File: src/nfc_response_frame_parser_top_defines.svh
// Assertion macros used by the parser module.
`ifndef NFC_RESPONSE_FRAME_PARSER_TOP_DEFINES_SVH
`define NFC_RESPONSE_FRAME_PARSER_TOP_DEFINES_SVH

// Same-cycle implication, checked on every rising clock edge outside reset.
`define NRFP_ASSERT_IMPL(label, clk, rst, ante, cons, msg) \
   label: assert property (@(posedge clk) disable iff (rst) (ante) |-> (cons)) \
      else $error(msg);

// Next-cycle implication, checked on every rising clock edge outside reset.
`define NRFP_ASSERT_NEXT(label, clk, rst, ante, cons, msg) \
   label: assert property (@(posedge clk) disable iff (rst) (ante) |=> (cons)) \
      else $error(msg);

`endif

File: src/nrfp_pkg.sv
package nrfp_pkg;

   // Fixed bytes of the response frame.
   localparam logic [7:0] TFI_IN     = 8'hD5;
   localparam logic [7:0] START_HI   = 8'hFF;
   localparam logic [7:0] STATUS_RDY = 8'h01;
   localparam logic [7:0] ZERO_BYTE  = 8'h00;

   // Configuration register index width and reset values.
   localparam int unsigned CSR_INDEX_W = 1;
   localparam logic [7:0] EXPECTED_COMMAND_RST = 8'h00;
   localparam logic [7:0] PAYLOAD_LIMIT_RST    = 8'hFF;

   typedef enum logic [CSR_INDEX_W-1:0] {
      CSR_EXPECTED_COMMAND = 1'b0,
      CSR_PAYLOAD_LIMIT    = 1'b1
   } csr_index_type;

   typedef enum logic [3:0] {
      PH_IDLE = 4'd0,
      PH_PRE  = 4'd1,
      PH_SC0  = 4'd2,
      PH_SC1  = 4'd3,
      PH_LEN  = 4'd4,
      PH_LCS  = 4'd5,
      PH_TFI  = 4'd6,
      PH_RSP  = 4'd7,
      PH_DATA = 4'd8,
      PH_DCS  = 4'd9,
      PH_POST = 4'd10
   } phase_type;

   typedef enum logic [2:0] {
      ERR_NONE       = 3'd0,
      ERR_NOT_READY  = 3'd1,
      ERR_START_CODE = 3'd2,
      ERR_LCS        = 3'd3,
      ERR_TFI        = 3'd4,
      ERR_RSP_CODE   = 3'd5,
      ERR_DCS        = 3'd6,
      ERR_POSTAMBLE  = 3'd7
   } err_type;

   typedef struct packed {
      logic [7:0] rx_byte;
      logic       frame_start;
   } req_word_type;

   typedef struct packed {
      logic [7:0] payload_byte;
      logic       payload_valid;
      logic       frame_done;
      logic       frame_ok;
      err_type    error_code;
      logic [7:0] payload_count;
   } rsp_word_type;

   // Held word passed from the input register to the parser.
   typedef struct packed {
      logic         valid;
      req_word_type word;
   } held_type;

   typedef struct packed {
      logic [7:0] expected_command;
      logic [7:0] payload_limit;
   } cfg_type;

endpackage

File: src/nrfp_req_if.sv
interface nrfp_req_if;
   logic       valid;
   logic       ready;
   logic [7:0] rx_byte;
   logic       frame_start;

   modport source (output valid, output rx_byte, output frame_start, input ready);
   modport sink   (input valid, input rx_byte, input frame_start, output ready);
endinterface

File: src/nrfp_rsp_if.sv
interface nrfp_rsp_if;
   logic       valid;
   logic       ready;
   logic [7:0] payload_byte;
   logic       payload_valid;
   logic       frame_done;
   logic       frame_ok;
   logic [2:0] error_code;
   logic [7:0] payload_count;

   modport source (output valid, output payload_byte, output payload_valid,
                   output frame_done, output frame_ok, output error_code,
                   output payload_count, input ready);
   modport sink   (input valid, input payload_byte, input payload_valid,
                   input frame_done, input frame_ok, input error_code,
                   input payload_count, output ready);
endinterface

File: src/nrfp_csr.sv
module nrfp_csr (
   input  logic                             clock,
   input  logic                             reset,
   input  logic                             csr_we,
   input  logic [nrfp_pkg::CSR_INDEX_W-1:0] csr_index,
   input  logic [7:0]                       csr_wdata,
   output nrfp_pkg::cfg_type                cfg
);
   import nrfp_pkg::*;

   cfg_type cfg_ff;
   cfg_type cfg_in;

   // Decode the register index on a write.
   always_comb begin
      cfg_in = cfg_ff;
      if (csr_we) begin
         unique case (csr_index_type'(csr_index))
            CSR_EXPECTED_COMMAND: cfg_in.expected_command = csr_wdata;
            CSR_PAYLOAD_LIMIT:    cfg_in.payload_limit    = csr_wdata;
            default:              cfg_in = cfg_ff;
         endcase
      end
   end

   always_ff @(posedge clock) begin
      if (reset) begin
         cfg_ff.expected_command <= EXPECTED_COMMAND_RST;
         cfg_ff.payload_limit    <= PAYLOAD_LIMIT_RST;
      end else begin
         cfg_ff <= cfg_in;
      end
   end

   assign cfg = cfg_ff;
endmodule

File: src/nrfp_in_stage.sv
module nrfp_in_stage (
   input  logic                   clock,
   input  logic                   reset,
   input  logic                   in_valid,
   input  nrfp_pkg::req_word_type in_word,
   output logic                   in_ready,
   input  logic                   advance,
   output nrfp_pkg::held_type     held
);
   import nrfp_pkg::*;

   logic         valid_ff;
   logic         valid_in;
   req_word_type word_ff;
   req_word_type word_in;

   // The register takes a new word when it is empty or its word moves on.
   assign in_ready = !valid_ff || advance;

   always_comb begin
      valid_in = in_ready ? in_valid : valid_ff;
      word_in  = (in_valid && in_ready) ? in_word : word_ff;
   end

   always_ff @(posedge clock) begin
      if (reset) begin
         valid_ff <= 1'b0;
      end else begin
         valid_ff <= valid_in;
      end
   end

   always_ff @(posedge clock) begin
      word_ff <= word_in;
   end

   assign held.valid = valid_ff;
   assign held.word  = word_ff;
endmodule

File: src/nrfp_parse.sv
`include "nfc_response_frame_parser_top_defines.svh"

module nrfp_parse (
   input  logic                   clock,
   input  logic                   reset,
   input  nrfp_pkg::held_type     held,
   input  nrfp_pkg::cfg_type      cfg,
   output logic                   advance,
   output logic                   rsp_valid,
   input  logic                   rsp_ready,
   output nrfp_pkg::rsp_word_type rsp_word
);
   import nrfp_pkg::*;

   phase_type    phase_ff, phase_in;
   logic [7:0]   len_ff, len_in;
   logic [7:0]   rem_ff, rem_in;
   logic [7:0]   sum_ff, sum_in;
   logic [7:0]   cnt_ff, cnt_in;
   logic         rsp_valid_ff, rsp_valid_in;
   rsp_word_type rsp_word_ff, rsp_word_in;
   rsp_word_type res_c;
   logic         fire;
   logic [7:0]   b;

   // The held word moves on whenever the result register is free.
   assign advance = !rsp_valid_ff || rsp_ready;
   assign fire    = held.valid && advance;
   assign b       = held.word.rx_byte;

   // Frame state machine and result for one received byte.
   always_comb begin
      phase_in = phase_ff;
      len_in   = len_ff;
      rem_in   = rem_ff;
      sum_in   = sum_ff;
      cnt_in   = cnt_ff;
      res_c    = '0;
      if (fire) begin
         if (held.word.frame_start) begin
            len_in = 8'd0;
            rem_in = 8'd0;
            sum_in = 8'd0;
            cnt_in = 8'd0;
            if (b == STATUS_RDY) begin
               phase_in = PH_PRE;
            end else begin
               res_c.frame_done = 1'b1;
               res_c.error_code = ERR_NOT_READY;
            end
         end else begin
            unique case (phase_ff)
               PH_PRE: begin
                  if (b == ZERO_BYTE) phase_in = PH_SC0;
                  else begin
                     res_c.frame_done = 1'b1;
                     res_c.error_code = ERR_START_CODE;
                  end
               end
               PH_SC0: begin
                  if (b == ZERO_BYTE) phase_in = PH_SC1;
                  else begin
                     res_c.frame_done = 1'b1;
                     res_c.error_code = ERR_START_CODE;
                  end
               end
               PH_SC1: begin
                  if (b == START_HI) phase_in = PH_LEN;
                  else begin
                     res_c.frame_done = 1'b1;
                     res_c.error_code = ERR_START_CODE;
                  end
               end
               PH_LEN: begin
                  len_in   = b;
                  rem_in   = (b >= 8'd2) ? b - 8'd2 : 8'd0;
                  phase_in = PH_LCS;
               end
               PH_LCS: begin
                  if (8'(len_ff + b) == 8'd0) phase_in = PH_TFI;
                  else begin
                     res_c.frame_done = 1'b1;
                     res_c.error_code = ERR_LCS;
                  end
               end
               PH_TFI: begin
                  if (b == TFI_IN) begin
                     sum_in   = b;
                     phase_in = PH_RSP;
                  end else begin
                     res_c.frame_done = 1'b1;
                     res_c.error_code = ERR_TFI;
                  end
               end
               PH_RSP: begin
                  if (b == 8'(cfg.expected_command + 8'd1)) begin
                     sum_in   = 8'(sum_ff + b);
                     phase_in = (rem_ff != 8'd0) ? PH_DATA : PH_DCS;
                  end else begin
                     res_c.frame_done = 1'b1;
                     res_c.error_code = ERR_RSP_CODE;
                  end
               end
               PH_DATA: begin
                  sum_in = 8'(sum_ff + b);
                  if (cnt_ff < cfg.payload_limit) begin
                     res_c.payload_valid = 1'b1;
                     res_c.payload_byte  = b;
                     cnt_in              = 8'(cnt_ff + 8'd1);
                  end
                  rem_in = 8'(rem_ff - 8'd1);
                  if (rem_in == 8'd0) phase_in = PH_DCS;
               end
               PH_DCS: begin
                  if (8'(sum_ff + b) == 8'd0) phase_in = PH_POST;
                  else begin
                     res_c.frame_done = 1'b1;
                     res_c.error_code = ERR_DCS;
                  end
               end
               PH_POST: begin
                  res_c.frame_done = 1'b1;
                  if (b == ZERO_BYTE) res_c.frame_ok = 1'b1;
                  else res_c.error_code = ERR_POSTAMBLE;
               end
               default: phase_in = PH_IDLE;
            endcase
         end
         if (res_c.frame_done) phase_in = PH_IDLE;
      end
      res_c.payload_count = cnt_in;
   end

   // Result register: loaded on each processed word, emptied when taken.
   always_comb begin
      rsp_word_in  = fire ? res_c : rsp_word_ff;
      rsp_valid_in = fire ? 1'b1 : (rsp_ready ? 1'b0 : rsp_valid_ff);
   end

   always_ff @(posedge clock) begin
      if (reset) begin
         phase_ff     <= PH_IDLE;
         len_ff       <= 8'd0;
         rem_ff       <= 8'd0;
         sum_ff       <= 8'd0;
         cnt_ff       <= 8'd0;
         rsp_valid_ff <= 1'b0;
      end else begin
         phase_ff     <= phase_in;
         len_ff       <= len_in;
         rem_ff       <= rem_in;
         sum_ff       <= sum_in;
         cnt_ff       <= cnt_in;
         rsp_valid_ff <= rsp_valid_in;
      end
   end

   always_ff @(posedge clock) begin
      rsp_word_ff <= rsp_word_in;
   end

   assign rsp_valid = rsp_valid_ff;
   assign rsp_word  = rsp_word_ff;

   // Checks on the parser's own bookkeeping.
   `NRFP_ASSERT_IMPL(a_ok_clean, clock, reset, rsp_valid_ff && rsp_word_ff.frame_ok, rsp_word_ff.frame_done && (rsp_word_ff.error_code == ERR_NONE), "frame_ok without a clean frame end")
   `NRFP_ASSERT_IMPL(a_err_ends, clock, reset, rsp_valid_ff && (rsp_word_ff.error_code != ERR_NONE), rsp_word_ff.frame_done && !rsp_word_ff.frame_ok, "error code without a failed frame end")
   `NRFP_ASSERT_IMPL(a_data_left, clock, reset, phase_ff == PH_DATA, rem_ff != 8'd0, "payload phase with nothing left to receive")
   `NRFP_ASSERT_NEXT(a_done_idle, clock, reset, fire && res_c.frame_done, phase_ff == PH_IDLE, "parser not idle after a frame end")
   `NRFP_ASSERT_IMPL(a_limit, clock, reset, fire && res_c.payload_valid, cnt_in <= cfg.payload_limit, "payload delivered beyond the limit")
endmodule

File: src/nfc_response_frame_parser_top.sv
// Response frame parser.
// The req_ch channel carries one received byte per word, with frame_start
// set on the ready-status byte that opens a response. The rsp_ch channel
// returns exactly one result word for every request word: payload bytes as
// they stream past (flagged valid up to payload_limit), and on the last byte
// of a frame, or on the first failed check, frame_done with frame_ok or an
// error code. Both channels use a valid/ready handshake.
// The csr_ port writes expected_command (index 0) and payload_limit (index 1);
// write it only while no word is in flight.
// The result word passes through one input register, then the byte check and
// state update into the result register. Throughput is one word per cycle
// while the receiver keeps taking results, set by the single parser state
// update.
// When the receiver stalls, the result register holds its word and req_ch.ready
// falls once the input register also holds a word.
// Reset clears the parser to idle, empties both registers and restores
// expected_command to 0 and payload_limit to 255.
module nfc_response_frame_parser_top (
   input  logic                             clock,
   input  logic                             reset,
   nrfp_req_if.sink                         req_ch,
   nrfp_rsp_if.source                       rsp_ch,
   input  logic                             csr_we,
   input  logic [nrfp_pkg::CSR_INDEX_W-1:0] csr_index,
   input  logic [7:0]                       csr_wdata
);
   import nrfp_pkg::*;

   cfg_type      cfg;
   held_type     held;
   req_word_type in_word;
   rsp_word_type rsp_word;
   logic         advance;

   assign in_word.rx_byte     = req_ch.rx_byte;
   assign in_word.frame_start = req_ch.frame_start;

   nrfp_csr u_csr (
      .clock     (clock),
      .reset     (reset),
      .csr_we    (csr_we),
      .csr_index (csr_index),
      .csr_wdata (csr_wdata),
      .cfg       (cfg)
   );

   nrfp_in_stage u_in_stage (
      .clock    (clock),
      .reset    (reset),
      .in_valid (req_ch.valid),
      .in_word  (in_word),
      .in_ready (req_ch.ready),
      .advance  (advance),
      .held     (held)
   );

   nrfp_parse u_parse (
      .clock     (clock),
      .reset     (reset),
      .held      (held),
      .cfg       (cfg),
      .advance   (advance),
      .rsp_valid (rsp_ch.valid),
      .rsp_ready (rsp_ch.ready),
      .rsp_word  (rsp_word)
   );

   // Spread the result word over the channel's fields.
   assign rsp_ch.payload_byte  = rsp_word.payload_byte;
   assign rsp_ch.payload_valid = rsp_word.payload_valid;
   assign rsp_ch.frame_done    = rsp_word.frame_done;
   assign rsp_ch.frame_ok      = rsp_word.frame_ok;
   assign rsp_ch.error_code    = rsp_word.error_code;
   assign rsp_ch.payload_count = rsp_word.payload_count;
endmodule
File: src/flat_wrapper.sv
// flat-port wrapper written by rule: the top's interface ports become plain ports
module nfc_response_frame_parser_top_flat import nrfp_pkg::*;
  (clock, reset, csr_we, csr_index, csr_wdata, req_ch_valid, req_ch_rx_byte, req_ch_frame_start, req_ch_ready, rsp_ch_valid, rsp_ch_payload_byte, rsp_ch_payload_valid, rsp_ch_frame_done, rsp_ch_frame_ok, rsp_ch_error_code, rsp_ch_payload_count, rsp_ch_ready);
  nrfp_req_if req_ch_i ();
  nrfp_rsp_if rsp_ch_i ();
  input  logic clock;
  input  logic reset;
  input  logic csr_we;
  input  logic [nrfp_pkg::CSR_INDEX_W-1:0] csr_index;
  input  logic [7:0] csr_wdata;
  input wire logic [$bits(req_ch_i.valid)-1:0] req_ch_valid;
  input wire logic [$bits(req_ch_i.rx_byte)-1:0] req_ch_rx_byte;
  input wire logic [$bits(req_ch_i.frame_start)-1:0] req_ch_frame_start;
  output wire logic [$bits(req_ch_i.ready)-1:0] req_ch_ready;
  output wire logic [$bits(rsp_ch_i.valid)-1:0] rsp_ch_valid;
  output wire logic [$bits(rsp_ch_i.payload_byte)-1:0] rsp_ch_payload_byte;
  output wire logic [$bits(rsp_ch_i.payload_valid)-1:0] rsp_ch_payload_valid;
  output wire logic [$bits(rsp_ch_i.frame_done)-1:0] rsp_ch_frame_done;
  output wire logic [$bits(rsp_ch_i.frame_ok)-1:0] rsp_ch_frame_ok;
  output wire logic [$bits(rsp_ch_i.error_code)-1:0] rsp_ch_error_code;
  output wire logic [$bits(rsp_ch_i.payload_count)-1:0] rsp_ch_payload_count;
  input wire logic [$bits(rsp_ch_i.ready)-1:0] rsp_ch_ready;
  assign req_ch_i.valid = req_ch_valid;
  assign req_ch_i.rx_byte = req_ch_rx_byte;
  assign req_ch_i.frame_start = req_ch_frame_start;
  assign req_ch_ready = req_ch_i.ready;
  assign rsp_ch_valid = rsp_ch_i.valid;
  assign rsp_ch_payload_byte = rsp_ch_i.payload_byte;
  assign rsp_ch_payload_valid = rsp_ch_i.payload_valid;
  assign rsp_ch_frame_done = rsp_ch_i.frame_done;
  assign rsp_ch_frame_ok = rsp_ch_i.frame_ok;
  assign rsp_ch_error_code = rsp_ch_i.error_code;
  assign rsp_ch_payload_count = rsp_ch_i.payload_count;
  assign rsp_ch_i.ready = rsp_ch_ready;
  nfc_response_frame_parser_top u_core (.clock(clock), .reset(reset), .req_ch(req_ch_i), .rsp_ch(rsp_ch_i), .csr_we(csr_we), .csr_index(csr_index), .csr_wdata(csr_wdata));
endmodule
File: config.mk
export PLATFORM = sky130hd
export DESIGN_NAME = nfc_response_frame_parser_top_flat
export DESIGN_NICKNAME = d
export VERILOG_FILES = /design/src/nrfp_pkg.sv /design/src/nrfp_req_if.sv /design/src/nrfp_rsp_if.sv /design/src/nrfp_csr.sv /design/src/nrfp_in_stage.sv /design/src/nrfp_parse.sv /design/src/nfc_response_frame_parser_top.sv /design/src/flat_wrapper.sv
export VERILOG_INCLUDE_DIRS = /design/src /design/src/src
export SDC_FILE = /design/constraint.sdc
export NUM_CORES = 1
export LEC_CHECK = 0
export BUFFER_PORTS_ARGS = -buffer_cell sky130_fd_sc_hd__buf_4
export CAP_MARGIN = 25
export CORE_UTILIZATION = 60
export DETAILED_ROUTE_END_ITERATION = 6
export PLACE_DENSITY = 0.9
export SYNTH_ARGS = -nofsm -noshare
export SYNTH_HDL_FRONTEND = slang
export SYNTH_HIERARCHICAL = 1
export SYNTH_SLANG_ARGS = --single-unit
File: constraint.sdc
create_clock -name clock -period 3.8 [get_ports clock]
set_input_delay 0.38 -clock clock [delete_from_list [all_inputs] [get_ports clock]]
set_output_delay 0.38 -clock clock [all_outputs]
set_load 0.1 [all_outputs]
==> results.txt <==
The final count of negative-setup-slack endpoints is 0. The post-CTS setup buffer count is 0. The number of cells on the worst hold path is 1.

Global routing finished with a remaining overflow of 0. The standard-cell row count is 34. The share of the synthesized area in compound gates (AO/OA/AOI/OAI) is 0.195.

The final cell count without fillers is 719. After synthesis, the largest family of logic cells by area is simple AND/OR/NAND/NOR gates. The internal cell power is 1.52 mW. For this run, the leading register cell type out of synthesis is sky130_fd_sc_hd__dfxtp_1. The endpoint identified for the worst register-to-register timing path is u_core/u_parse/rsp_word[12]$_DFFE_PP_. The fraction of power spent switching nets is 0.275. Synthesis produced a netlist whose cell count is 575. The weighted congestion reported at the end of routability-driven placement is 0.892. The number of nets in the synthesized netlist is 626.

For the worst setup path, the data required time is 3920 ps. The average size of a mapped cell came out at 9.39 µm². The number of global-route vias before repair came to 4572. The maximum number of pins on one net before global-route repair came out at 57.

The run finished with clean final reports. The floorplan step defined a die boundary enclosing 9380 µm². The smallest clock period supported by the final layout is computed as 3440 ps. The clock sink count is 85. Headroom to the max-slew limit came out at 0.322. The reg2reg setup slack came out at 360 ps.

The share of total power dissipated in combinational logic is 0.152. The cell count of the worst reg-to-reg path is 8. The post-synthesis simple-gate area fraction came out at 0.229. The setup path with the least slack is of type reg -> reg. In this run the remaining antenna-violating nets after routing total 0. After synthesis, the cell types taking the most area are sky130_fd_sc_hd__dfxtp_1, sky130_fd_sc_hd__edfxtp_1, sky130_fd_sc_hd__ha_1. The height of the chip came out at 96.9 µm. In this run the worst path has a maximum fanout of 11. The post-synth design cell area is 5400 µm². The total via count after detailed routing is 4661. The global-route usage over all layers is 0.285. The fraction of the cycle the final worst path needs came out at 0.906. The data arrival time of the critical path came out at 3560 ps. STA classifies the critical path startpoint as a flip-flop.

The share of the Yosys chip area taken by registers is 0.373. The die width came out at 96.9 µm. The peak supply drop is 220 µV. Setup repair after global routing left no endpoint under its margin.

The area share of the largest cell type after synthesis came out at 0.200. The total of max-cap violations is 0. The total detailed-routing wirelength is 12900 µm.

The core outline area came out at 8720 µm². The post-cts sizing count is 0. The count of buffers from port buffering is 46.

The post-cts hold buffer count came out at 0. 0 antenna diodes ended up in the layout. The final number of hold-violating endpoints came out at 0. The H-tree was split into 3 levels.

The layout overhead on the synthesized area came out at 10.1%. The count of cell types in the netlist is 87. The part of the total power dissipated in the clock network came out at 0.366. The final routed wire length divided by cell count is 17.9 µm.

The first-pass GRT wire length is 21700 µm. During synthesis, Yosys emitted a total of 6 warnings. The number of antenna violations at the first check in global routing is 0. The power dissipated by switching net loads came out at 576 µW. Timing would allow up to 291 MHz. The post-synthesis xor/xnor area fraction is 0.0549.

The clock insertion delay at the later pin of the skew report came out at 360 ps. The cell chosen for the clock root is sky130_fd_sc_hd__clkbuf_8. The count of nets after finishing is 657. Once placement finished, the instance area stood at 5710 µm². The post-route setup TNS came out at 0 ps. The startpoint identified for the worst register-to-register timing path is u_core/u_in_stage/held[1]$_DFFE_PP_.

The sequential group share of total power is 0.481. The maximum buffer depth of the clock tree came out at 2. Before antenna repair, the detailed router went through 5 iterations. The count of flip-flops with a built-in enable after synthesis came out at 31.

Of the cells placed in the final design, the portion with a size suffix greater than 1 is 0.169. The worst hold path terminates at u_core/u_in_stage/held[8]$_DFFE_PP_. Clock-pin slew was measured on the worst setup and hold paths at 80 ps. The biggest area contributor in the post-synthesis netlist is sky130_fd_sc_hd__dfxtp_1. Once detailed placement completed, the half-perimeter wirelength came to 9100 µm. For this run, design rule violations remaining after detail routing come to 0. Power spread over the standard cell area amounts to 353 nW/µm². The share of flip-flops with an asynchronous set or reset after synthesis is 0. The detailed router finished its first iteration with 345 violations. The post-synthesis share of cell area spent on full adders, half adders and majority gates is 0.0677. The clock tree from TritonCTS is yes. The beginning of the worst hold path is req_ch_rx_byte[7]. Counting tap cells, the placed design contains a total of 703 instances.

The max-slew violation count is 0. On the final layout, the worst clock skew is 10.1 ps. The core occupancy in the finished layout came out at 0.682.

The post-detailed-route via-to-cell ratio came out at 6.48. The min-delay analysis places its worst path in the category in -> reg. For this configuration, the core starts out at a cell density of 0.619.

In this run the count of I/O pins placed on the die edge is 47. The total CTS buffers is 9. Counting flops and latches in the post-synthesis netlist gives 85. The final cell area excluding filler cells is 5950 µm². Of the post-synthesis cell area, the part taken by muxes is 0.0227.

The standby leakage power came out at 2.45 nW. The worst setup path is captured at a flip-flop. At the pin with the least slew margin, the transition time is 1010 ps. The fill cell total of the finished layout is 648.
[cells in the final DEF, fill, tap and decap left out, types with 13 or more instances in the layout]
master,synthesis,routed
sky130_fd_sc_hd__nor3_1,15,15
sky130_fd_sc_hd__xor2_1,19,19
sky130_fd_sc_hd__inv_1,24,24
sky130_fd_sc_hd__nor2_1,54,54
sky130_fd_sc_hd__dfxtp_1,54,54
sky130_fd_sc_hd__ha_1,26,26
sky130_fd_sc_hd__buf_4,3,52
sky130_fd_sc_hd__a21oi_1,22,22
sky130_fd_sc_hd__and3_1,16,16
sky130_fd_sc_hd__edfxtp_1,31,31
sky130_fd_sc_hd__xnor2_1,13,13
sky130_fd_sc_hd__o21ai_0,30,30
sky130_fd_sc_hd__nand2_1,37,37
[metal layers]
metal  wire, µm  share of wire  GRT usage
met1       5280           0.41      0.350
met5          0              0          0
met4        397          0.031      0.135
met2       6390           0.50      0.486
met3        818          0.064     0.0448
[through the flow]
step | hold slack [ps] | setup slack [ps] | total power [mW]
2_1_floorplan | 435 | 788 | 1.27
3_3_place_gp | 448 | 637 | 1.33
3_5_place_dp | 452 | 490 | 1.34
4_1_cts | 188 | 474 | 2.10
5_1_grt | 181 | 295 | 2.17
6_report | 194 | 358 | 2.10
[cell usage after synthesis, types with 8 or more instances]
library cell                n
sky130_fd_sc_hd__a211o_1   11
sky130_fd_sc_hd__a21oi_1   22
sky130_fd_sc_hd__a22oi_1   11
sky130_fd_sc_hd__and3_1    16
sky130_fd_sc_hd__clkbuf_1  12
sky130_fd_sc_hd__dfxtp_1   54
sky130_fd_sc_hd__edfxtp_1  31
sky130_fd_sc_hd__ha_1      26
sky130_fd_sc_hd__inv_1     24
sky130_fd_sc_hd__mux2i_1   10
sky130_fd_sc_hd__nand2_1   37
sky130_fd_sc_hd__nand2b_1  12
sky130_fd_sc_hd__nand3_1   11
sky130_fd_sc_hd__nor2_1    54
sky130_fd_sc_hd__nor3_1    15
sky130_fd_sc_hd__nor3b_1    8
sky130_fd_sc_hd__o21ai_0   30
sky130_fd_sc_hd__xnor2_1   13
sky130_fd_sc_hd__xor2_1    19
[cell type report]
class	instances	area, µm²	share of cell area
inverters	26	97.6	0.0164
flip-flops and latches	85	2010	0.338
clock inverters	6	111	0.0187
clock buffers	10	128	0.0215
repair buffers	52	390	0.0656
well taps	108	135	0.0227
multi-input cells	432	3070	0.517
[power groups by stage]
stage | clock network (mW) | registers [mW] | logic (mW)
2_1_floorplan | 0 | 1.09 | 0.180
3_3_place_gp | 0 | 1.03 | 0.306
3_5_place_dp | 0 | 1.03 | 0.313
4_1_cts | 0.776 | 1.01 | 0.316
5_1_grt | 0.813 | 1.01 | 0.343
6_report | 0.768 | 1.01 | 0.320
[cell families after synthesis]
group,count (synthesis)
and+or+nand+nor,215
AOI/OAI and AO/OA,144
DFF,85
buffers and inverters,58
xor gates and xnor gates,33
adders and majority gates,28
muxes,12
[critical path, cell delays in order (launching register included)]
cell                        delay, ps
sky130_fd_sc_hd__edfxtp_1         560
sky130_fd_sc_hd__ha_1             300
sky130_fd_sc_hd__fa_1             420
sky130_fd_sc_hd__a21o_1           200
sky130_fd_sc_hd__a2111oi_0        460
sky130_fd_sc_hd__o221ai_1         250
sky130_fd_sc_hd__o41ai_4          600
sky130_fd_sc_hd__and4_2           350
sky130_fd_sc_hd__nor2_1            50
[how the worst max path moves through the flow]
stage                                           from                                    end  slack [ps]  cells past startpoint
6_report         u_core/u_in_stage/held[1]$_DFFE_PP_  u_core/u_parse/rsp_word[12]$_DFFE_PP_         360                      8
5_1_grt          u_core/u_in_stage/held[1]$_DFFE_PP_  u_core/u_parse/rsp_word[12]$_DFFE_PP_         290                      8
4_1_cts          u_core/u_in_stage/held[1]$_DFFE_PP_  u_core/u_parse/rsp_word[12]$_DFFE_PP_         470                      8
3_5_place_dp     u_core/u_in_stage/held[1]$_DFFE_PP_  u_core/u_parse/rsp_word[12]$_DFFE_PP_         490                      8
3_3_place_gp     u_core/u_in_stage/held[1]$_DFFE_PP_  u_core/u_parse/rsp_word[12]$_DFFE_PP_         640                      8
2_1_floorplan  u_core/u_parse/rsp_valid$_SDFFE_PP0P_  u_core/u_parse/rem_ff[7]$_SDFFE_PP0P_         790                      7
[state kept, by name (all words and copies together) (netlist names)]
| register | flops |
|---|---|
| u_core/u_csr/cfg | 16 |
| u_core/u_in_stage/valid_ff | 1 |
| u_core/u_parse/rem_ff | 8 |
| u_core/u_parse/rsp_word | 22 |
| u_core/u_parse/rsp_valid | 1 |
| u_core/u_in_stage/held | 9 |
| u_core/u_parse/cnt_ff | 8 |
| u_core/u_parse/sum_ff | 8 |
| u_core/u_parse/phase_ff | 4 |
| u_core/u_parse/len_ff | 8 |
No activity file was read; power rests on OpenSTA's default activity.
